==> config.mk <==
export PLATFORM = sky130hd
export DESIGN_NAME = rc_servo_frame_encoder
export DESIGN_NICKNAME = d
export VERILOG_FILES = /design/src/hdl/rsfe_pkg.sv /design/src/hdl/rc_servo_frame_encoder.sv /design/src/hdl/rsfe_front.sv /design/src/hdl/rsfe_queue.sv /design/src/hdl/rsfe_back.sv
export SDC_FILE = /design/constraint.sdc
export NUM_CORES = 1
export LEC_CHECK = 0
export ABC_AREA = 1
export BUFFER_PORTS_ARGS = -buffer_cell sky130_fd_sc_hd__buf_2
export CELL_PAD_IN_SITES_DETAIL_PLACEMENT = 1
export CELL_PAD_IN_SITES_GLOBAL_PLACEMENT = 1
export CORE_MARGIN = 10
export CORE_UTILIZATION = 50
export CTS_BUF_LIST = sky130_fd_sc_hd__clkbuf_4 sky130_fd_sc_hd__clkbuf_8
export DETAILED_ROUTE_END_ITERATION = 8
export MAX_ROUTING_LAYER = met4
export PLACE_DENSITY = 0.91
export SLEW_MARGIN = 20
export SYNTH_ARGS = -nofsm -noshare
export SYNTH_HDL_FRONTEND = slang
export SYNTH_SLANG_ARGS = --single-unit
==> constraint.sdc <==
create_clock -name clock -period 16.7 [get_ports clock]
set_input_delay 3.34 -clock clock [delete_from_list [all_inputs] [get_ports clock]]
set_output_delay 3.34 -clock clock [all_outputs]
set_load 0.01 [all_outputs]
==> src/hdl/rsfe_pkg.sv <==
// Shared types, constants and helper functions of the servo frame encoder.
package rsfe_pkg;

   localparam int NUM_CHANNELS = 8;
   localparam int CHAN_W       = 12;
   localparam int FRAME_LEN    = 21;
   localparam int POS_W        = 5;
   localparam int WORD_W       = 11;

   localparam logic [POS_W-1:0] LAST_POS = POS_W'(FRAME_LEN - 1);

   localparam logic [7:0] HDR_BIND   = 8'hAA;
   localparam logic [7:0] HDR_NORMAL = 8'h55;

   localparam logic signed [CHAN_W-1:0] PULSE_LIMIT  = 12'sd497;
   localparam logic [CHAN_W-1:0]        PULSE_CENTER = 12'd1497;
   localparam logic [CHAN_W-1:0]        MIRROR_SUM   = 12'd3000;

   // Variant codes held in the sub_protocol register.
   localparam logic [2:0] SUB_STANDARD  = 3'd0;
   localparam logic [2:0] SUB_FLAGS_A   = 3'd1;
   localparam logic [2:0] SUB_FLAGS_B   = 3'd2;
   localparam logic [2:0] SUB_SEQUENCED = 3'd3;
   localparam logic [2:0] SUB_MIRROR    = 3'd4;

   // Register indexes on the configuration port.
   localparam logic REG_SUB_PROTOCOL   = 1'b0;
   localparam logic REG_TRANSMITTER_ID = 1'b1;

   localparam logic [3:0] SEQ_LAST = 4'd9;

   typedef logic [FRAME_LEN-1:0][7:0]          frame_type;
   typedef logic [NUM_CHANNELS-1:0][CHAN_W-1:0] chan_bus_type;

   // Halve with truncation toward zero, clamp and move to the pulse center.
   function automatic logic [WORD_W-1:0] pulse_word(input logic [CHAN_W-1:0] raw);
      logic [CHAN_W:0]          adj;
      logic signed [CHAN_W-1:0] half;
      logic signed [CHAN_W-1:0] clamped;
      logic [CHAN_W-1:0]        sum;
      adj  = {raw[CHAN_W-1], raw} + {{CHAN_W{1'b0}}, raw[CHAN_W-1]};
      half = $signed(adj[CHAN_W:1]);
      if (half > PULSE_LIMIT) begin
         clamped = PULSE_LIMIT;
      end else if (half < -PULSE_LIMIT) begin
         clamped = -PULSE_LIMIT;
      end else begin
         clamped = half;
      end
      sum = $unsigned(clamped) + PULSE_CENTER;
      return sum[WORD_W-1:0];
   endfunction

   // Byte 17 of the sequenced variant, selected by the frame counter.
   function automatic logic [7:0] seq_entry(input logic [3:0] idx);
      logic [7:0] val;
      unique case (idx)
         4'd0: begin
            val = 8'h14;
         end
         4'd1: begin
            val = 8'h31;
         end
         4'd2: begin
            val = 8'h40;
         end
         default: begin
            val = 8'h49;
         end
      endcase
      return val;
   endfunction

endpackage

==> src/hdl/rc_servo_frame_encoder.sv <==
// Top level of the servo frame encoder: register port, front end, queue and back end.
//
// Each word taken on the req_ channel carries eight signed stick channels, eight
// switch bits, a bind flag and a hop slot. For every such word the block sends a
// 21-byte radio frame on the rsp_ channel, one byte per word, positions 0 to 20 in
// order, with rsp_last_byte set on position 20.
// The front end builds the whole frame image in the cycle a word is accepted and
// pushes it into a small queue. The back end drains the head of the queue into an
// output register, so the first byte of a frame passes the queue and then the output
// register, and bytes follow on every cycle that the receiver takes them. Throughput
// is bounded by the single byte-wide output register.
// req_ready stays high while the queue has room, so a new word is taken while the
// previous frame is still being sent. A stalled receiver simply holds the current
// byte; the queue fills and then req_ready drops until it drains.
// The APB port holds sub_protocol at address 0 and transmitter_id at address 4.
// Reset clears both registers, the sequence counter, the queue and the output valid flag.
module rc_servo_frame_encoder #(
   parameter int QUEUE_DEPTH = 2
) (
   input  logic                       clock,
   input  logic                       reset,
   // Input channel.
   input  logic                       req_valid,
   output logic                       req_ready,
   input  logic [11:0]                req_chan_aileron,
   input  logic [11:0]                req_chan_elevator,
   input  logic [11:0]                req_chan_throttle,
   input  logic [11:0]                req_chan_rudder,
   input  logic [11:0]                req_chan_five,
   input  logic [11:0]                req_chan_six,
   input  logic [11:0]                req_chan_seven,
   input  logic [11:0]                req_chan_eight,
   input  logic [7:0]                 req_switch_bits,
   input  logic                       req_bind_mode,
   input  logic [3:0]                 req_hop_slot,
   // Result channel.
   output logic                       rsp_valid,
   input  logic                       rsp_ready,
   output logic [7:0]                 rsp_frame_byte,
   output logic [rsfe_pkg::POS_W-1:0] rsp_byte_position,
   output logic                       rsp_last_byte,
   // Configuration port.
   input  logic                       psel,
   input  logic                       penable,
   input  logic                       pwrite,
   input  logic [2:0]                 paddr,
   input  logic [31:0]                pwdata,
   output logic [31:0]                prdata,
   output logic                       pready
);

   logic [2:0]             sub_ff;
   logic [31:0]            id_ff;
   logic                   cfg_write;
   logic                   accept;
   logic                   queue_full;
   logic                   queue_nonempty;
   logic                   queue_pop;
   rsfe_pkg::chan_bus_type chan;
   rsfe_pkg::frame_type    front_frame;
   rsfe_pkg::frame_type    head_frame;

   // The port never inserts wait states.
   assign pready    = 1'b1;
   assign cfg_write = psel && penable && pwrite;

   // Address bit 2 picks the register; the low bits are ignored.
   always_ff @(posedge clock) begin
      if (reset) begin
         sub_ff <= 3'd0;
         id_ff  <= 32'd0;
      end else if (cfg_write) begin
         unique case (paddr[2])
            rsfe_pkg::REG_SUB_PROTOCOL: begin
               sub_ff <= pwdata[2:0];
            end
            rsfe_pkg::REG_TRANSMITTER_ID: begin
               id_ff <= pwdata;
            end
            default: begin
               sub_ff <= sub_ff;
            end
         endcase
      end
   end

   always_comb begin
      unique case (paddr[2])
         rsfe_pkg::REG_SUB_PROTOCOL: begin
            prdata = {29'd0, sub_ff};
         end
         rsfe_pkg::REG_TRANSMITTER_ID: begin
            prdata = id_ff;
         end
         default: begin
            prdata = 32'd0;
         end
      endcase
   end

   // A word is taken whenever the queue can hold its frame.
   assign req_ready = !queue_full;
   assign accept    = req_valid && req_ready;

   assign chan[0] = req_chan_aileron;
   assign chan[1] = req_chan_elevator;
   assign chan[2] = req_chan_throttle;
   assign chan[3] = req_chan_rudder;
   assign chan[4] = req_chan_five;
   assign chan[5] = req_chan_six;
   assign chan[6] = req_chan_seven;
   assign chan[7] = req_chan_eight;

   rsfe_front u_front (
      .clock          (clock),
      .reset          (reset),
      .accept         (accept),
      .chan           (chan),
      .switch_bits    (req_switch_bits),
      .bind_mode      (req_bind_mode),
      .hop_slot       (req_hop_slot),
      .sub_protocol   (sub_ff),
      .transmitter_id (id_ff),
      .frame          (front_frame)
   );

   rsfe_queue #(
      .DEPTH (QUEUE_DEPTH)
   ) u_queue (
      .clock     (clock),
      .reset     (reset),
      .push      (accept),
      .push_data (front_frame),
      .full      (queue_full),
      .pop       (queue_pop),
      .pop_data  (head_frame),
      .nonempty  (queue_nonempty)
   );

   rsfe_back u_back (
      .clock             (clock),
      .reset             (reset),
      .frame_valid       (queue_nonempty),
      .frame             (head_frame),
      .frame_pop         (queue_pop),
      .rsp_valid         (rsp_valid),
      .rsp_ready         (rsp_ready),
      .rsp_frame_byte    (rsp_frame_byte),
      .rsp_byte_position (rsp_byte_position),
      .rsp_last_byte     (rsp_last_byte)
   );

endmodule

==> src/hdl/rsfe_front.sv <==
// Front end: turns one accepted input word into a complete 21-byte frame image.
module rsfe_front (
   input  logic                   clock,
   input  logic                   reset,
   input  logic                   accept,
   input  rsfe_pkg::chan_bus_type chan,
   input  logic [7:0]             switch_bits,
   input  logic                   bind_mode,
   input  logic [3:0]             hop_slot,
   input  logic [2:0]             sub_protocol,
   input  logic [31:0]            transmitter_id,
   output rsfe_pkg::frame_type    frame
);

   logic [3:0]                    seq_ff;
   logic [3:0]                    seq_in;
   logic [rsfe_pkg::WORD_W-1:0]   words [rsfe_pkg::NUM_CHANNELS];
   logic [rsfe_pkg::CHAN_W-1:0]   mirrored;

   // The counter steps before it is used, so the frame sees the stepped value.
   assign seq_in = (seq_ff >= rsfe_pkg::SEQ_LAST) ? 4'd0 : seq_ff + 4'd1;

   always_ff @(posedge clock) begin
      if (reset) begin
         seq_ff <= 4'd0;
      end else if (accept && (sub_protocol == rsfe_pkg::SUB_SEQUENCED)) begin
         seq_ff <= seq_in;
      end
   end

   always_comb begin
      for (int i = 0; i < rsfe_pkg::NUM_CHANNELS; i++) begin
         words[i] = rsfe_pkg::pulse_word(chan[i]);
      end
      mirrored = rsfe_pkg::MIRROR_SUM - {1'b0, words[1]};
      if (sub_protocol == rsfe_pkg::SUB_MIRROR) begin
         words[1] = mirrored[rsfe_pkg::WORD_W-1:0];
      end
   end

   always_comb begin
      frame    = '0;
      frame[0] = bind_mode ? rsfe_pkg::HDR_BIND : rsfe_pkg::HDR_NORMAL;
      frame[1] = transmitter_id[31:24];
      frame[2] = transmitter_id[23:16];
      frame[3] = transmitter_id[15:8];
      frame[4] = transmitter_id[7:0];
      for (int i = 0; i < rsfe_pkg::NUM_CHANNELS; i++) begin
         frame[5 + 2*i] = words[i][7:0];
         frame[6 + 2*i] = {5'd0, words[i][rsfe_pkg::WORD_W-1:8]};
      end
      unique case (sub_protocol)
         rsfe_pkg::SUB_FLAGS_A: begin
            frame[12] = frame[12] | {2'b00, switch_bits[1], switch_bits[0], 4'h0};
            frame[10] = frame[10] | {switch_bits[2], switch_bits[3], 6'h00};
         end
         rsfe_pkg::SUB_FLAGS_B: begin
            frame[13] = {switch_bits[4], 7'h03};
            frame[14] = {switch_bits[0], switch_bits[1], switch_bits[4], switch_bits[2],
                         switch_bits[5], switch_bits[6], switch_bits[7], switch_bits[3]};
            frame[15] = 8'h10;
            frame[16] = 8'h10;
            frame[17] = 8'hAA;
            frame[18] = 8'hAA;
            frame[19] = 8'h60;
            frame[20] = 8'h02;
         end
         rsfe_pkg::SUB_SEQUENCED: begin
            frame[12] = frame[12] | 8'h20;
            frame[13] = 8'h00;
            frame[14] = {switch_bits[0], switch_bits[1], 6'h00};
            frame[15] = 8'h27;
            frame[16] = 8'h03;
            frame[17] = rsfe_pkg::seq_entry(seq_in);
            frame[18] = (seq_in == 4'd0) ? 8'h02 : 8'h00;
            frame[19] = 8'h00;
            frame[20] = 8'h00;
         end
         rsfe_pkg::SUB_MIRROR: begin
            frame[19] = 8'h00;
            frame[20] = {hop_slot, 4'hA};
         end
         default: begin
            frame[0] = frame[0];
         end
      endcase
   end

endmodule

==> src/hdl/rsfe_queue.sv <==
// Short first-in first-out queue of frame images between the front and back ends.
module rsfe_queue #(
   parameter int DEPTH = 2
) (
   input  logic                clock,
   input  logic                reset,
   input  logic                push,
   input  rsfe_pkg::frame_type push_data,
   output logic                full,
   input  logic                pop,
   output rsfe_pkg::frame_type pop_data,
   output logic                nonempty
);

   localparam int PTR_W = (DEPTH > 1) ? $clog2(DEPTH) : 1;
   localparam int CNT_W = $clog2(DEPTH + 1);
   localparam logic [PTR_W-1:0] PTR_LAST = PTR_W'(DEPTH - 1);
   localparam logic [CNT_W-1:0] CNT_FULL = CNT_W'(DEPTH);

   rsfe_pkg::frame_type entries_ff [DEPTH];
   logic [PTR_W-1:0]    wr_ptr_ff;
   logic [PTR_W-1:0]    wr_ptr_in;
   logic [PTR_W-1:0]    rd_ptr_ff;
   logic [PTR_W-1:0]    rd_ptr_in;
   logic [CNT_W-1:0]    count_ff;
   logic [CNT_W-1:0]    count_in;
   logic                do_push;
   logic                do_pop;

   assign full     = (count_ff == CNT_FULL);
   assign nonempty = (count_ff != '0);
   assign do_push  = push && !full;
   assign do_pop   = pop && nonempty;
   assign pop_data = entries_ff[rd_ptr_ff];

   always_comb begin
      wr_ptr_in = wr_ptr_ff;
      rd_ptr_in = rd_ptr_ff;
      count_in  = count_ff;
      if (do_push) begin
         wr_ptr_in = (wr_ptr_ff == PTR_LAST) ? '0 : wr_ptr_ff + 1'b1;
      end
      if (do_pop) begin
         rd_ptr_in = (rd_ptr_ff == PTR_LAST) ? '0 : rd_ptr_ff + 1'b1;
      end
      if (do_push && !do_pop) begin
         count_in = count_ff + 1'b1;
      end else if (do_pop && !do_push) begin
         count_in = count_ff - 1'b1;
      end
   end

   always_ff @(posedge clock) begin
      if (reset) begin
         wr_ptr_ff <= '0;
         rd_ptr_ff <= '0;
         count_ff  <= '0;
      end else begin
         wr_ptr_ff <= wr_ptr_in;
         rd_ptr_ff <= rd_ptr_in;
         count_ff  <= count_in;
      end
   end

   always_ff @(posedge clock) begin
      if (do_push) begin
         entries_ff[wr_ptr_ff] <= push_data;
      end
   end

endmodule

==> src/hdl/rsfe_back.sv <==
// Back end: sends the frame at the head of the queue one byte per word.
module rsfe_back (
   input  logic                       clock,
   input  logic                       reset,
   input  logic                       frame_valid,
   input  rsfe_pkg::frame_type        frame,
   output logic                       frame_pop,
   output logic                       rsp_valid,
   input  logic                       rsp_ready,
   output logic [7:0]                 rsp_frame_byte,
   output logic [rsfe_pkg::POS_W-1:0] rsp_byte_position,
   output logic                       rsp_last_byte
);

   logic                       valid_ff;
   logic                       valid_in;
   logic [rsfe_pkg::POS_W-1:0] pos_ff;
   logic [rsfe_pkg::POS_W-1:0] pos_in;
   logic [7:0]                 byte_ff;
   logic [rsfe_pkg::POS_W-1:0] out_pos_ff;
   logic                       last_ff;
   logic                       load;
   logic                       at_last;

   // The output register takes a new byte whenever it is empty or being taken.
   assign load      = !valid_ff || rsp_ready;
   assign at_last   = (pos_ff == rsfe_pkg::LAST_POS);
   assign frame_pop = load && frame_valid && at_last;

   always_comb begin
      valid_in = valid_ff;
      pos_in   = pos_ff;
      if (load) begin
         valid_in = frame_valid;
         if (frame_valid) begin
            pos_in = at_last ? '0 : pos_ff + 1'b1;
         end
      end
   end

   always_ff @(posedge clock) begin
      if (reset) begin
         valid_ff <= 1'b0;
         pos_ff   <= '0;
      end else begin
         valid_ff <= valid_in;
         pos_ff   <= pos_in;
      end
   end

   always_ff @(posedge clock) begin
      if (load && frame_valid) begin
         byte_ff    <= frame[pos_ff];
         out_pos_ff <= pos_ff;
         last_ff    <= at_last;
      end
   end

   assign rsp_valid         = valid_ff;
   assign rsp_frame_byte    = byte_ff;
   assign rsp_byte_position = out_pos_ff;
   assign rsp_last_byte     = last_ff;

endmodule

After elaboration in Yosys (flattened, before gate mapping)
Memories as Yosys holds them, arrays and structs flattened. A register that Yosys moved wholly into a read port is not among the register bits.
Index checks and enable logic that the tools add are counted.
{"block": "totals", "register_bits": 63, "memories": 1, "elab_cells": 122, "in_bits": 151, "ram_bits": 316}
{"block": "classes", "addsub": 23, "n_lt_le_gt_ge": 18, "n_eq_ne": 8, "muxes": 37, "reduce_logical": 21, "bitwise": 3}
{"memory": "u_queue.entries_ff", "words": 2, "width": 158, "rd": 1, "rd_clocked_by_memory_dff": 1, "write_ports": 1, "line": "rsfe_queue.sv:20", "text": "rsfe_pkg::frame_type entries_ff [DEPTH];"}
{"cell": "11-bit 2-to-1 mux", "n": 17}
{"cell": "12-bit by 2-bit adder with 13-bit output", "n": 8}
{"cell": "12-bit by 10-bit greater-than comparator with 1-bit output (second input constant)", "n": 8}
{"cell": "12-bit by 10-bit < comparator with 1-bit output (second input constant)", "n": 8}
{"cell": "48-bit case mux with 2 select lines", "n": 1}
{"cell": "11-bit adder (second input constant)", "n": 8}
{"cell": "32-bit case mux with 2 select lines", "n": 1}
{"cell": "16-bit case mux with 3 select lines", "n": 1}
{"cell": "8-bit binary-select mux with 5-bit select", "n": 1}
{"cell": "8-bit 2-to-1 mux", "n": 3}
{"cell": "7-bit case mux with 3 select lines", "n": 1}
{"cell": "8-bit case mux with 2 select lines", "n": 1}
{"cell": "10-bit by 11-bit subtractor with 11-bit output (first input constant)", "n": 1}
{"cell": "1-bit logical AND", "n": 10}
{"cell": "3-bit by 8-bit OR with 8-bit output", "n": 1}
{"cell": "3-bit by 2-bit equality test with 1-bit output (second input constant)", "n": 2}
{"cell": "5-bit by 6-bit < comparator with 1-bit output (second input constant)", "n": 1}
{"cell": "1-bit 2-to-1 mux", "n": 6}
{"cell": "2-bit 2-to-1 mux", "n": 3}
{"cell": "3-bit by 6-bit OR with 6-bit output", "n": 1}
{"cell": "2-bit AND reduction", "n": 3}
{"cell": "5-bit by 1-bit adder with 5-bit output (second input constant)", "n": 1}
{"cell": "5-bit equality test (second input constant)", "n": 1}
{"cell": "5-bit 2-to-1 mux", "n": 1}
{"cell": "other kinds (16)", "n": 21}

Longest topological paths before layout
Gate-level depths: netlist of the first run.
{"block": "depth", "ltp_word": 8, "ltp_mapped": 28, "mapped_depth_nobuf": 28}

Hierarchy
A second synthesis of the first run with hierarchy kept.
{"block": "hier_totals", "cells_unflattened": 2714, "hier_area_um2": 23870.4}
{"mod": "rsfe_queue", "area_each_um2": 12789.8, "seq_area_each_um2": 10189.8, "cells_per_inst": 560, "instances": 1}
{"mod": "rsfe_front", "area_each_um2": 6408.6, "seq_area_each_um2": 80.1, "cells_per_inst": 1287, "instances": 1}
{"mod": "rsfe_back", "area_each_um2": 2862.7, "seq_area_each_um2": 540.5, "cells_per_inst": 564, "instances": 1}
{"mod": "rc_servo_frame_encoder", "area_each_um2": 1809.2, "seq_area_each_um2": 700.7, "cells_per_inst": 303, "instances": 1}

Worst setup path before layout of the first run
OpenSTA, ideal clock, no wires.
{"block": "synth_path", "path_kind": "input -> register", "from": "input req_valid", "to": "memory u_queue.entries_ff[1][100] (netlist name), enable pin", "cell_stages": 2, "arrival_ps": 9156, "path_slack_ps": 6907, "t_required_ps": 16064, "path_buffers": 0, "setup_ps": 636, "cell_sequence": "nand2_1 nor2_1"}
{"block": "synth_between", "elab_chain_len": 4}
{"item": "from (decl)", "line": "rc_servo_frame_encoder.sv:23", "text": "input logic req_valid,"}
{"item": "1-bit logical AND", "line": "rc_servo_frame_encoder.sv:103", "text": "assign accept = req_valid && req_ready;"}
{"item": "1-bit logical AND", "line": "rsfe_queue.sv:32", "text": "assign do_push = push && !full;"}
{"item": "1-bit 2-to-1 mux", "line": "rsfe_queue.sv:66", "text": "if (do_push) begin"}
{"item": "1-bit 2-to-1 mux (implied by the code)", "line": "rsfe_queue.sv:67", "text": "entries_ff[wr_ptr_ff] <= push_data;"}
{"item": "to (decl)", "line": "rsfe_queue.sv:20"}
No other way between the ends.

Worst setup path in the final report of the first run
{"block": "layout_path", "from": "input paddr[2]", "to": "output prdata[2]"}
{"block": "layout_between", "elab_chain_len": 2}
{"item": "from (decl)", "line": "rc_servo_frame_encoder.sv:46", "text": "input logic [2:0] paddr,"}
{"item": "1-bit NOT (no source line)"}
{"item": "32-bit case mux with 2 select lines *", "line": "rc_servo_frame_encoder.sv:88", "text": "unique case (paddr[2])"}
{"item": "to (decl)", "line": "rc_servo_frame_encoder.sv:48", "text": "output logic [31:0] prdata,"}
Every way passes the cells marked *; elsewhere a longest branch is shown, timed or not.

==> Flow_metrics.wiki, run 1 <==
{| class="wikitable"
! Metric !! Value
|-
| Post-layout min period || about 7800 ps
|-
| Maximum count of clock buffers along a single path || 3
|-
| Top-level port count || 200
|-
| Detail-routed net length per standard cell || 21.6 um
|-
| Critical path class || in2out
|-
| Net count after synthesis || 2,420
|-
| Aggregate negative setup slack || 0 ps
|-
| Row cnt || 70
|-
| Total of max-cap violations || 0
|-
| Number of enable-type register cells in the synthesized netlist || 288
|-
| Path type of the worst min-delay path || reg2reg
|-
| Root cell of the clock tree || clkbuf_8
|-
| Smallest setup slack after layout || between 8000 and 9000 ps
|-
| Quantity of gates resized following cts || 0
|-
| Proportion of synthesized chip area in sequential cells || between 50% and 60%
|-
| Type of origin of the critical path || input port
|-
| Leakage || 9.29 nW
|-
| Die span in x || 213 um
|-
| Setup-failing EPs final || 0
|-
| CTS clk-pin slew, worst paths || approximately 60 ps
|-
| Placeable core region || 36,700 um^2
|-
| Overall Global Routing Usage || roughly 28%
|-
| DRC marker count from the first detailed-route iteration || 1,628
|-
| Antenna violations before repair || 1
|-
| Flip-flop and latch count after synthesis || 338
|-
| Signal arrival time at the worst endpoint || 4490 ps
|-
| Final cell count without fillers || 2,951
|-
| Routed length on met2 || 32,500 um
|-
| Fin crit share || 46.9%
|-
| CTS tree || built
|-
| WHS Path Cells || 1
|-
| RSZ-0062 raised after global routing || false
|-
| Total power density per cell area || 102 nW/um^2
|-
| Cells after Synth || between 2,000 and 2,500
|-
| Clk_lat worst skew || 600 ps
|-
| Worst reg2reg path depth || 8
|-
| Cts hold-fix bufs || 0
|-
| Highest metal used || met4
|-
| Worst slack, placed || 9000 ps
|-
| Pre-Repair DR Iteration Count || 6
|-
| Synthesized area per cell || 8.30 um^2
|-
| Final Power || approximately 0.0022 W
|-
| Routed met1 length || 23,500 um
|-
| Final Max Tran Viols || 0
|-
| ANT nets after route || 0
|-
| Placer Congestion || 0.862
|-
| Outcome || completed
|-
| Summed instance area of the synthesized netlist || 18,600 um^2
|-
| DR WL met3 || 4540 um
|-
| Layout cell share with drive strength beyond 1 || 14.8%
|-
| Max transition margin || 25.9%
|-
| Layout Area Growth over Synthesis || 13.3%
|-
| Number of buffer cells added on primary ports || just under 200
|-
| Post-Place Cells || roughly 2,800
|-
| Final Hold Vio Count || 0
|-
| CTS sink cnt || 338
|-
| Endpoint kind of the worst setup timing path || output port
|-
| Global-route wire length before repair || between 90,000 and 100,000 um
|-
| Critical path data required time || about 13,000 ps
|-
| Leftover overflow at the end of global routing || 0
|-
| Starting density of the core || 50.8%
|-
| Final-stage net count || 2,610
|-
| Post-synth cell types || 51
|-
| Die area || between 40,000 and 50,000 um^2
|-
| Maximum fanout along the worst path || 36
|-
| Die Y || 213 um
|-
| Slew of the pin with the lowest slew margin || 1110 ps
|-
| # Post-CTS Setup Buffers || 0
|-
| Drt via density || 5.89
|-
| Via count || 17,400
|-
| # DRC || 0
|-
| Total Routed Length || roughly 64,000 um
|-
| Synth Flop Type || edfxtp_1
|-
| Share of synthesized registers carrying an async set or reset || 0%
|-
| Synth Warn # || 0
|-
| Clock skew || between 20 and 25 ps
|-
| Cts bufs inserted || 53
|-
| Maximum resistive drop on vdd || 0.0524 mV
|-
| Maximum clock rate || 128 MHz
|-
| Number of global-route vias before repair || ~18,000
|-
| Total half-perimeter wirelength after legalization and detailed placement || 43,400 um
|-
| Largest net degree at the start of global routing || 85
|-
| Total number of H-tree levels || 2
|}
## sequential cells by signal, indices dropped and copies added (netlist names), named ones only
signal and cells:
u_back.rsp_valid 1, u_queue.entries_ff 274, sub_ff 3, u_back.pos_ff 5, u_front.seq_ff 4, u_back.rsp_byte_position 5
u_back.rsp_last_byte 1, u_queue.count_ff 2, u_queue.rd_ptr_ff 1, u_queue.wr_ptr_ff 1, id_ff 32, u_back.rsp_frame_byte 8
## path summary, 6_finish.rpt
check | slack (ps) | startpoint | endpoint
worst min-delay path | 490 | u_queue.rd_ptr_ff$_SDFFE_PP0P_ | register
worst max-delay path | 8870 | paddr[2] | prdata[2]
worst max register to register | 12780 | register | u_back.rsp_frame_byte[4]$_DFFE_PP_
worst min register to register | 490 | u_queue.rd_ptr_ff$_SDFFE_PP0P_ | register
## final cells by class
class,instances,area (um^2)
antenna,3,7.51
clock buffer,76,933
clock inverter,23,159
fill,4459,15600
inverter,244,917
multi-input combinational,1588,7780
sequential,338,9650
tap,468,586
timing repair buffer,211,1090
## cell families after synthesis
| logic type | count (synthesis) | synth area share [%] |
|---|---|---|
| xor+xnor | 64 | 3.01 |
| fa+ha+maj | 23 | 1.54 |
| flops | 338 | 51.8 |
| mux | 2 | 0.107 |
| buf+inv | 320 | 6.60 |
| other cells | 1 | 0.0201 |
| compound gates | 420 | 12.6 |
| simple gates | 1078 | 24.4 |
## placed cells by master, fill, tap and decap left out, types with 5 or more instances in the layout
| cell | instances |
|---|---|
| a21oi_1 | 59 |
| nor2_1 | 355 |
| a21oi_2 | 6 |
| clkinv_2 | 8 |
| o31ai_1 | 6 |
| nand3b_1 | 7 |
| nor3_1 | 26 |
| xor2_1 | 49 |
| o221ai_1 | 16 |
| inv_2 | 7 |
| clkbuf_4 | 18 |
| nor2_2 | 6 |
| buf_2 | 196 |
| o211ai_1 | 9 |
| clkbuf_8 | 58 |
| nand4_1 | 30 |
| inv_1 | 232 |
| clkinv_1 | 15 |
| nand2_1 | 479 |
| edfxtp_1 | 288 |
| o21ai_1 | 6 |
| dfxtp_1 | 48 |
| o21ai_0 | 252 |
| o21bai_1 | 5 |
| nand2_2 | 27 |
| xnor2_1 | 15 |
| ha_1 | 23 |
| o22ai_1 | 36 |
| buf_4 | 15 |
| nand3_1 | 125 |
| a31oi_1 | 12 |
## stage by stage
step           utilization, %  instance area, um^2  hold slack [ps]
2_1_floorplan               -                18600              426
3_3_place_gp             54.6                20000              425
3_5_place_dp             54.6                20000              456
4_1_cts                  57.6                21100              475
5_1_grt                  57.6                21100              515
6_report                 57.6                21100              487
## layer usage
layer	up-vias	track usage, %
met5	-	-
met4	0	13.2
met3	220	3.68
met2	882	49.5
met1	8332	31.5
li1	7941	-
## power breakdown
group	internal [W]	switching (W)	total [W]
Sequential	0.00100	0.0000277	0.00103
Clock	0.000391	0.000340	0.000731
Combinational	0.000107	0.000279	0.000387
## cell usage after synthesis (27+ instances only)
cell | instances | area (um^2)
dfxtp_1 | 50 | 1000
clkbuf_1 | 69 | 259
nand2_2 | 27 | 169
nand3_1 | 125 | 626
o22ai_1 | 36 | 225
a21oi_1 | 59 | 295
o21ai_0 | 252 | 1260
edfxtp_1 | 288 | 8650
xor2_1 | 49 | 429
nand2_1 | 479 | 1800
inv_1 | 234 | 878
nor2_1 | 357 | 1340
nand4_1 | 30 | 188
## critical path, cell delays in order
cell	delay, ps
buf_2	560
o21ai_0	350
buf_2	230
(Power assumes the default switching activity.)
==> inputs of run 2 (changes only) <==
Settings changed: ABC_AREA 1 to 0, CORE_UTILIZATION 50 to 49, PLACE_DENSITY 0.91 to 0.85.
Clock period 16.7 ns to 8.15 ns, I/O delays scaled along.
==> run 2 against run 1 <==
Clock power up 93%; register-to-register slack got worse by 7800 ps; sequential cell count unchanged; power increased by 110%; worst hold slack improved by 2.8 ps; largest cell class unchanged; area after synthesis is 2.0% higher; final cell count decreased by 17%.
==> Flow_metrics.wiki, run 2 <==
{| class="wikitable"
! Metric !! Value
|-
| Source of the critical timing path || req_chan_elevator[11]
|-
| Cell with the largest stage delay on the worst path || or4_4
|-
| Detail-routed net length per standard cell || 23.6 um
|-
| Type of origin of the critical path || input port
|-
| Clock skew || around 47 ps
|-
| Final Hold Vio Count || 0
|-
| FF-to-FF setup slack || 4960 ps
|-
| Synth top area share || 45.5%
|-
| Xor/xnor share of the synthesized area || slightly above 6%
|-
| Die Y || 217 um
|-
| Pre-Repair DR Iteration Count || 5
|-
| Share of synthesized cell area in and, or, nand and nor gates || 16.6%
|-
| # DRC || 0
|-
| Layout Area Growth over Synthesis || 12.7%
|-
| Outcome || completed
|-
| Overall Global Routing Usage || 24.2%
|-
| Maximum fanout along the worst path || 16
|-
| Clk_lat worst skew || 590 ps
|-
| Die span in x || 217 um
|-
| Placeable core region || 38,500 um^2
|-
| Maximum clock rate || approximately 150 MHz
|-
| Number of global-route vias before repair || 15,800
|-
| Post-layout min period || approximately 6500 ps
|-
| Leading cell type in the layout, fill and taps excluded || edfxtp_1
|-
| CTS clk-pin slew, worst paths || 60 ps
|-
| Synth Flop Type || edfxtp_1
|-
| Final cell count without fillers || 2,456
|-
| WHS Path Cells || 0
|-
| Row cnt || 72
|-
| DRC marker count from the first detailed-route iteration || 1,431
|-
| Share of synthesized registers carrying an async set or reset || 0%
|-
| Utilization after layout || between 50% and 60%
|-
| Leftover overflow at the end of global routing || 0
|-
| Fin crit share || 80.1%
|-
| Origin of the worst min-delay path || u_back.pos_ff[0]$_SDFFE_PP0P_
|-
| Largest family of logic cells by synthesized area || simple AND/OR/NAND/NOR gates
|-
| Critical path data required time || 8450 ps
|-
| Aggregate negative setup slack || 0 ps
|-
| Final Max Tran Viols || 0
|-
| Total of max-cap violations || 0
|-
| Drt via density || 6.07
|-
| Number of flip-flops under the largest register name || 274
|-
| Die area || about 47,000 um^2
|-
| Buf/Inv on CP || 2
|-
| Starting density of the core || 49.4%
|-
| Most frequent cell after synthesis || edfxtp_1
|-
| Global-route wire length before repair || between 80,000 and 90,000 um
|-
| CTS sink cnt || 338
|-
| Path type of the worst min-delay path || reg2reg
|-
| Total power density per cell area || 209 nW/um^2
|-
| RSZ-0062 raised after global routing || false
|-
| Max transition margin || 34.8%
|-
| Root cell of the clock tree || clkbuf_8
|-
| Top-level port count || 200
|-
| Synthesized area per cell || 11.0 um^2
|-
| Total half-perimeter wirelength after legalization and detailed placement || approximately 43,000 um
|-
| Share of synthesized cell area in full adder, half adder and majority cells || 1.51%
|-
| Layout cell share with drive strength beyond 1 || 20.9%
|-
| Proportion of synthesized chip area in sequential cells || 50.7%
|-
| Total number of H-tree levels || 2
|-
| CTS tree || built
|-
| Cells after Synth || between 1,500 and 2,000
|-
| Most used cells in the layout excluding fill and tap cells || 288 x edfxtp_1, 197 x nand2_1, 196 x buf_2
|-
| Worst slack, placed || 1120 ps
|-
| Placer Congestion || 0.889
|-
| Post-synth cell types || 102
|-
| Cts hold-fix bufs || 0
|-
| Summed instance area of the synthesized netlist || 19,000 um^2
|-
| Final-stage net count || 2,072
|-
| Proportion of synthesized area in mux cells || 9.00%
|-
| Slew of the pin with the lowest slew margin || 978 ps
|-
| Most frequent cells after synthesis || 288 x edfxtp_1, 197 x nand2_1, 123 x a21oi_1
|-
| Number of buffer cells added on primary ports || about 200
|-
| Via count || ~15,000
|-
| Largest area contributor in the synthesized netlist || edfxtp_1
|-
| Net count after synthesis || around 1,900
|-
| Delay contributed by the slowest stage of the critical path || 560 ps
|-
| Post-Place Cells || 2,362
|-
| Quantity of gates resized following cts || 0
|-
| ANT nets after route || 0
|-
| Maximum resistive drop on vdd || 0.113 mV
|-
| Worst reg2reg path depth || 7
|-
| Critical R2R Capture || u_back.rsp_frame_byte[5]$_DFFE_PP_
|-
| Critical path class || in2reg
|-
| Setup-failing EPs final || 0
|-
| Smallest setup slack after layout || 1630 ps
|-
| Worst path top cell family by delay || simple AND/OR/NAND/NOR gates
|-
| Top area cells in the synthesized netlist || edfxtp_1 45%, mux4_2 5.3%, dfxtp_1 5.3%, nand2_1 3.9%, xnor2_1 3.3%
|-
| Endpoint kind of the worst setup timing path || register
|-
| Maximum count of clock buffers along a single path || 3
|-
| Hold-critical path endpoint || u_back.rsp_byte_position[0]$_DFFE_PP_
|-
| # Post-CTS Setup Buffers || 0
|-
| Register with the most flip-flops || u_queue.entries_ff
|-
| Total Routed Length || 58,000 um
|-
| Flip-flop and latch count after synthesis || 338
|-
| Antenna violations before repair || 4
|-
| Signal arrival time at the worst endpoint || 6820 ps
|-
| Synth Warn # || 0
|-
| Cts bufs inserted || just over 50
|-
| Leakage || 7.54 nW
|-
| Cell Chain, Critical Path || buf_2, nand2_1, inv_1, ha_1, and4_1, a41oi_4, or4_4, nor4_4, or2_1, a21oi_1, ha_1, a21boi_0, xor2_1, nor3_1, o2111ai_1, a21oi_2, nand3_2, xor2_1
|-
| Largest net degree at the start of global routing || just under 80
|-
| Fraction of the mapped netlist area in compound gates || 13.1%
|-
| Number of enable-type register cells in the synthesized netlist || 288
|}
==> run 2: cell types whose count changed in the layout (fill, tap and decap cells not counted), sizes merged, moves of 53 or more <==
| cell | delta |
|---|---|
| nor2 | -249 |
| xnor2 | +57 |
| nand2 | -312 |
| inv | -207 |
| nand3 | -72 |
| a21oi | +60 |
| o21ai | -182 |
| mux2i | +53 |
==> run 2: worst max-delay path by stage <==
stage                                                      end  slack [ps]  cells past startpoint
final                      u_queue.entries_ff[1][61]$_DFFE_PP_        1630                     18
after global routing       u_queue.entries_ff[1][61]$_DFFE_PP_        1220                     18
after CTS                  u_queue.entries_ff[1][60]$_DFFE_PP_        1720                     18
after detailed placement   u_queue.entries_ff[0][61]$_DFFE_PP_        1120                     18
after global placement     u_queue.entries_ff[0][61]$_DFFE_PP_        1350                     18
after floorplan           u_queue.entries_ff[0][100]$_DFFE_PP_          80                      2
==> run 2: worst register-to-register path, stage by stage, from the launching register on <==
cell      delay [ps]
dfxtp_4          680
buf_4            610
mux4_2           660
nand2_1          100
a21oi_1          120
a31o_2           260
a21oi_1          320
o221ai_1         180
==> run 2: final cells by class <==
type / count / area (um^2)
clock inverter: 9 / 53.8
antenna: 3 / 7.51
timing repair buffer: 210 / 1110
multi-input combinational: 1262 / 8830
tap: 518 / 648
sequential: 338 / 9650
fill: 4161 / 17000
inverter: 35 / 131
clock buffer: 81 / 990
==> run 2: cell families (layout without fill, tap and decap cells) <==
kind of cell	Yosys count	after routing
and+or+nand+nor	621	621
adders and majority gates	23	23
AOI/OAI and AO/OA	373	373
muxes	113	113
other	1	4
xor gates and xnor gates	131	131
DFF	338	338
buffers and inverters	126	335
==> run 2: per-layer routing <==
layer	track usage, %	wire, um
met5	-	0
met4	8.46	1810
met3	3.59	3750
met2	39.4	28100
met1	30.5	24300
==> run 2: report_power, final <==
part           switching [W]  leakage [nW]  total [W]  internal (W)
clock               0.000646         0.564    0.00141      0.000769
combinational       0.000578          3.87   0.000888      0.000310
sequential         0.0000661          3.11    0.00217       0.00210
total                0.00129          7.54    0.00447       0.00318
==> run 2: through the flow <==
stage	area, um^2	hold slack (ps)	power (W)
after floorplan	19000	406	0.00275
after global placement	20300	456	0.00300
after detailed placement	20300	473	0.00307
after CTS	21400	490	0.00447
after global routing	21400	500	0.00464
final	21400	490	0.00447
==> inputs of run 3 (changes only) <==
Settings changed: CORE_UTILIZATION 49 to 44, PLACE_DENSITY 0.85 to 0.8.
Clock period 8.15 ns to 5.7 ns, I/O delays scaled along.
==> run 3 against run 2 <==
Sequential cell count did not move; first-iteration DRC count fell by 29%; worst setup slack got worse by 1100 ps.
==> Flow_metrics.wiki, run 3 (synthesis gave the netlist of run 2 again) <==
{| class="wikitable"
! Metric !! Value
|-
| Outcome || completed
|-
| Final Hold Vio Count || 0
|-
| Global routing met1 resource utilization || 27.7%
|-
| Layout Area Growth over Synthesis || 14.1%
|-
| Max transition margin || 31.8%
|-
| Total power density per cell area || 304 nW/um^2
|-
| Quantity of gates resized following cts || 0
|-
| Top-level port count || 200
|-
| Drt via density || about 5.8
|-
| Filler cell count || 4,712
|-
| Maximum clock rate || 194 MHz
|-
| ANT nets after route || 0
|-
| Worst path top cell family by delay || simple AND/OR/NAND/NOR gates
|-
| Worst slack, placed || -13.1 ps
|-
| Slew of the pin with the lowest slew margin || 997 ps
|-
| Signal arrival time at the worst endpoint || 5520 ps
|-
| Total half-perimeter wirelength after legalization and detailed placement || 41,900 um
|-
| CTS tree || built
|-
| CTS clk-pin slew, worst paths || 60 ps
|-
| Leftover overflow at the end of global routing || 0
|-
| Die Y || 228 um
|-
| Clock skew || roughly 32 ps
|-
| RSZ-0062 raised after global routing || false
|-
| Antenna violations before repair || 2
|-
| Cell Chain, Critical Path || buf_2, nand2_1, inv_1, ha_1, and4_1, a41oi_4, or4_4, nor4_4, nor3_1, nand2b_1, ha_1, a21boi_0, or3_1, o211a_1, nor4_2, o21ai_1, nand2_1, xor2_1
|-
| Clk_lat worst skew || 620 ps
|-
| Critical path class || in2reg
|-
| Maximum count of clock buffers along a single path || 3
|-
| Most used cells in the layout excluding fill and tap cells || 288 x edfxtp_1, 197 x nand2_1, 196 x buf_2
|-
| Instance area at placement || 20,500 um^2
|-
| Cell with the largest stage delay on the worst path || or4_4
|-
| # Post-CTS Setup Buffers || 0
|-
| Fin crit share || 90.5%
|-
| Final Power || 0.00659 W
|-
| Smallest setup slack after layout || 542 ps
|-
| Maximum resistive drop on vdd || 0.174 mV
|-
| Final-stage net count || 2,082
|-
| Total of max-cap violations || 0
|-
| Largest net degree at the start of global routing || 86
|-
| Detail-routed net length per standard cell || 22.4 um
|-
| Global routing's busiest layer || met2
|-
| Cts bufs inserted || 54
|-
| Endpoint kind of the worst setup timing path || register
|-
| Row cnt || 76
|-
| Die span in x || 228 um
|-
| Final Max Tran Viols || 0
|-
| Placeable core region || 42,900 um^2
|-
| Total Routed Length || 56,800 um
|-
| Cts hold-fix bufs || 0
|-
| Delay contributed by the slowest stage of the critical path || 560 ps
|-
| Register with the most flip-flops || u_queue.entries_ff
|-
| Placer Congestion || 0.891
|-
| Root cell of the clock tree || clkbuf_8
|-
| Number of flip-flops under the largest register name || 274
|-
| Path type of the worst min-delay path || reg2reg
|-
| Setup-failing EPs final || 0
|-
| Global-route met3 utilization || under 10%
|-
| Pre-Repair DR Iteration Count || 5
|-
| Total number of H-tree levels || 2
|-
| Number of global-route vias before repair || 15,400
|-
| # DRC || 0
|-
| Global-route track usage on met2 || 35.9%
|-
| Die area || 51,900 um^2
|-
| Number of buffer cells added on primary ports || 196
|-
| Critical path data required time || 6060 ps
|-
| Hold WS || 492 ps
|-
| Post-layout min period || 5160 ps
|-
| Overall Global Routing Usage || 21.6%
|-
| Leading cell type in the layout, fill and taps excluded || edfxtp_1
|-
| Via count || roughly 15,000
|-
| Buf/Inv on CP || 2
|-
| Layout cell share with drive strength beyond 1 || 21.3%
|-
| Type of origin of the critical path || input port
|-
| Final Instance Area || 21,700 um^2
|-
| CTS sink cnt || 338
|-
| DRC marker count from the first detailed-route iteration || 1,018
|-
| Maximum fanout along the worst path || 9
|-
| Global-route wire length before repair || 88,300 um
|-
| Leakage || 7.64 nW
|-
| Starting density of the core || 44.3%
|}
==> run 3: changes by cell type in the layout (fill, tap and decap cells not counted), sizes merged, moves of 3 or more <==
| cell | delta |
|---|---|
| bufinv | +4 |
| clkbuf | -3 |
| buf | +7 |
| clkinv | +8 |
==> run 3: worst paths after layout <==
path                                 start                                   to  slack (ps)  depth (start not counted)
max                   req_chan_elevator[0]  u_queue.entries_ff[1][60]$_DFFE_PP_         540                         18
max reg2reg  u_back.pos_ff[0]$_SDFFE_PP0P_   u_back.rsp_frame_byte[2]$_DFFE_PP_        2520                          7
min reg2reg         id_ff[18]$_SDFFE_PP0P_  u_queue.entries_ff[0][18]$_DFFE_PP_         490                          0
min                 id_ff[18]$_SDFFE_PP0P_  u_queue.entries_ff[0][18]$_DFFE_PP_         490                          0
==> run 3: routing by layer <==
metal | part of all wire [%] | vias to the layer above | wire length, um
met5 | 0 | - | 0
met3 | 4.4 | 67 | 2520
li1 | - | 6879 | -
met4 | 2.0 | 0 | 1160
met1 | 44 | 7429 | 25100
met2 | 49 | 406 | 28000
==> run 3: final cells by class <==
cell class | instances | area, um^2 | share of cell area [%]
sequential | 338 | 9650 | 44.5
multi-input combinational | 1262 | 8830 | 40.7
timing repair buffer | 217 | 1160 | 5.36
clock buffer | 78 | 955 | 4.40
tap | 585 | 732 | 3.37
clock inverter | 23 | 224 | 1.03
inverter | 35 | 131 | 0.605
antenna | 2 | 5.00 | 0.0231
==> run 3: power by group <==
part / internal (W) / switching (W)
sequential: 0.00300 / 0.000118
combinational: 0.000445 / 0.000785
clock: 0.00127 / 0.000972
total: 0.00471 / 0.00188
==> run 3: through the flow <==
step / std cells / utilization [%] / setup TNS, ps
global placement: 2437 / 47.8 / 0
detailed placement: 2437 / 47.8 / -26.2
finish: 2540 / 50.6 / 0
CTS: 2538 / 50.6 / 0
floorplan: 1726 / - / 0
global route: 2540 / 50.6 / 0
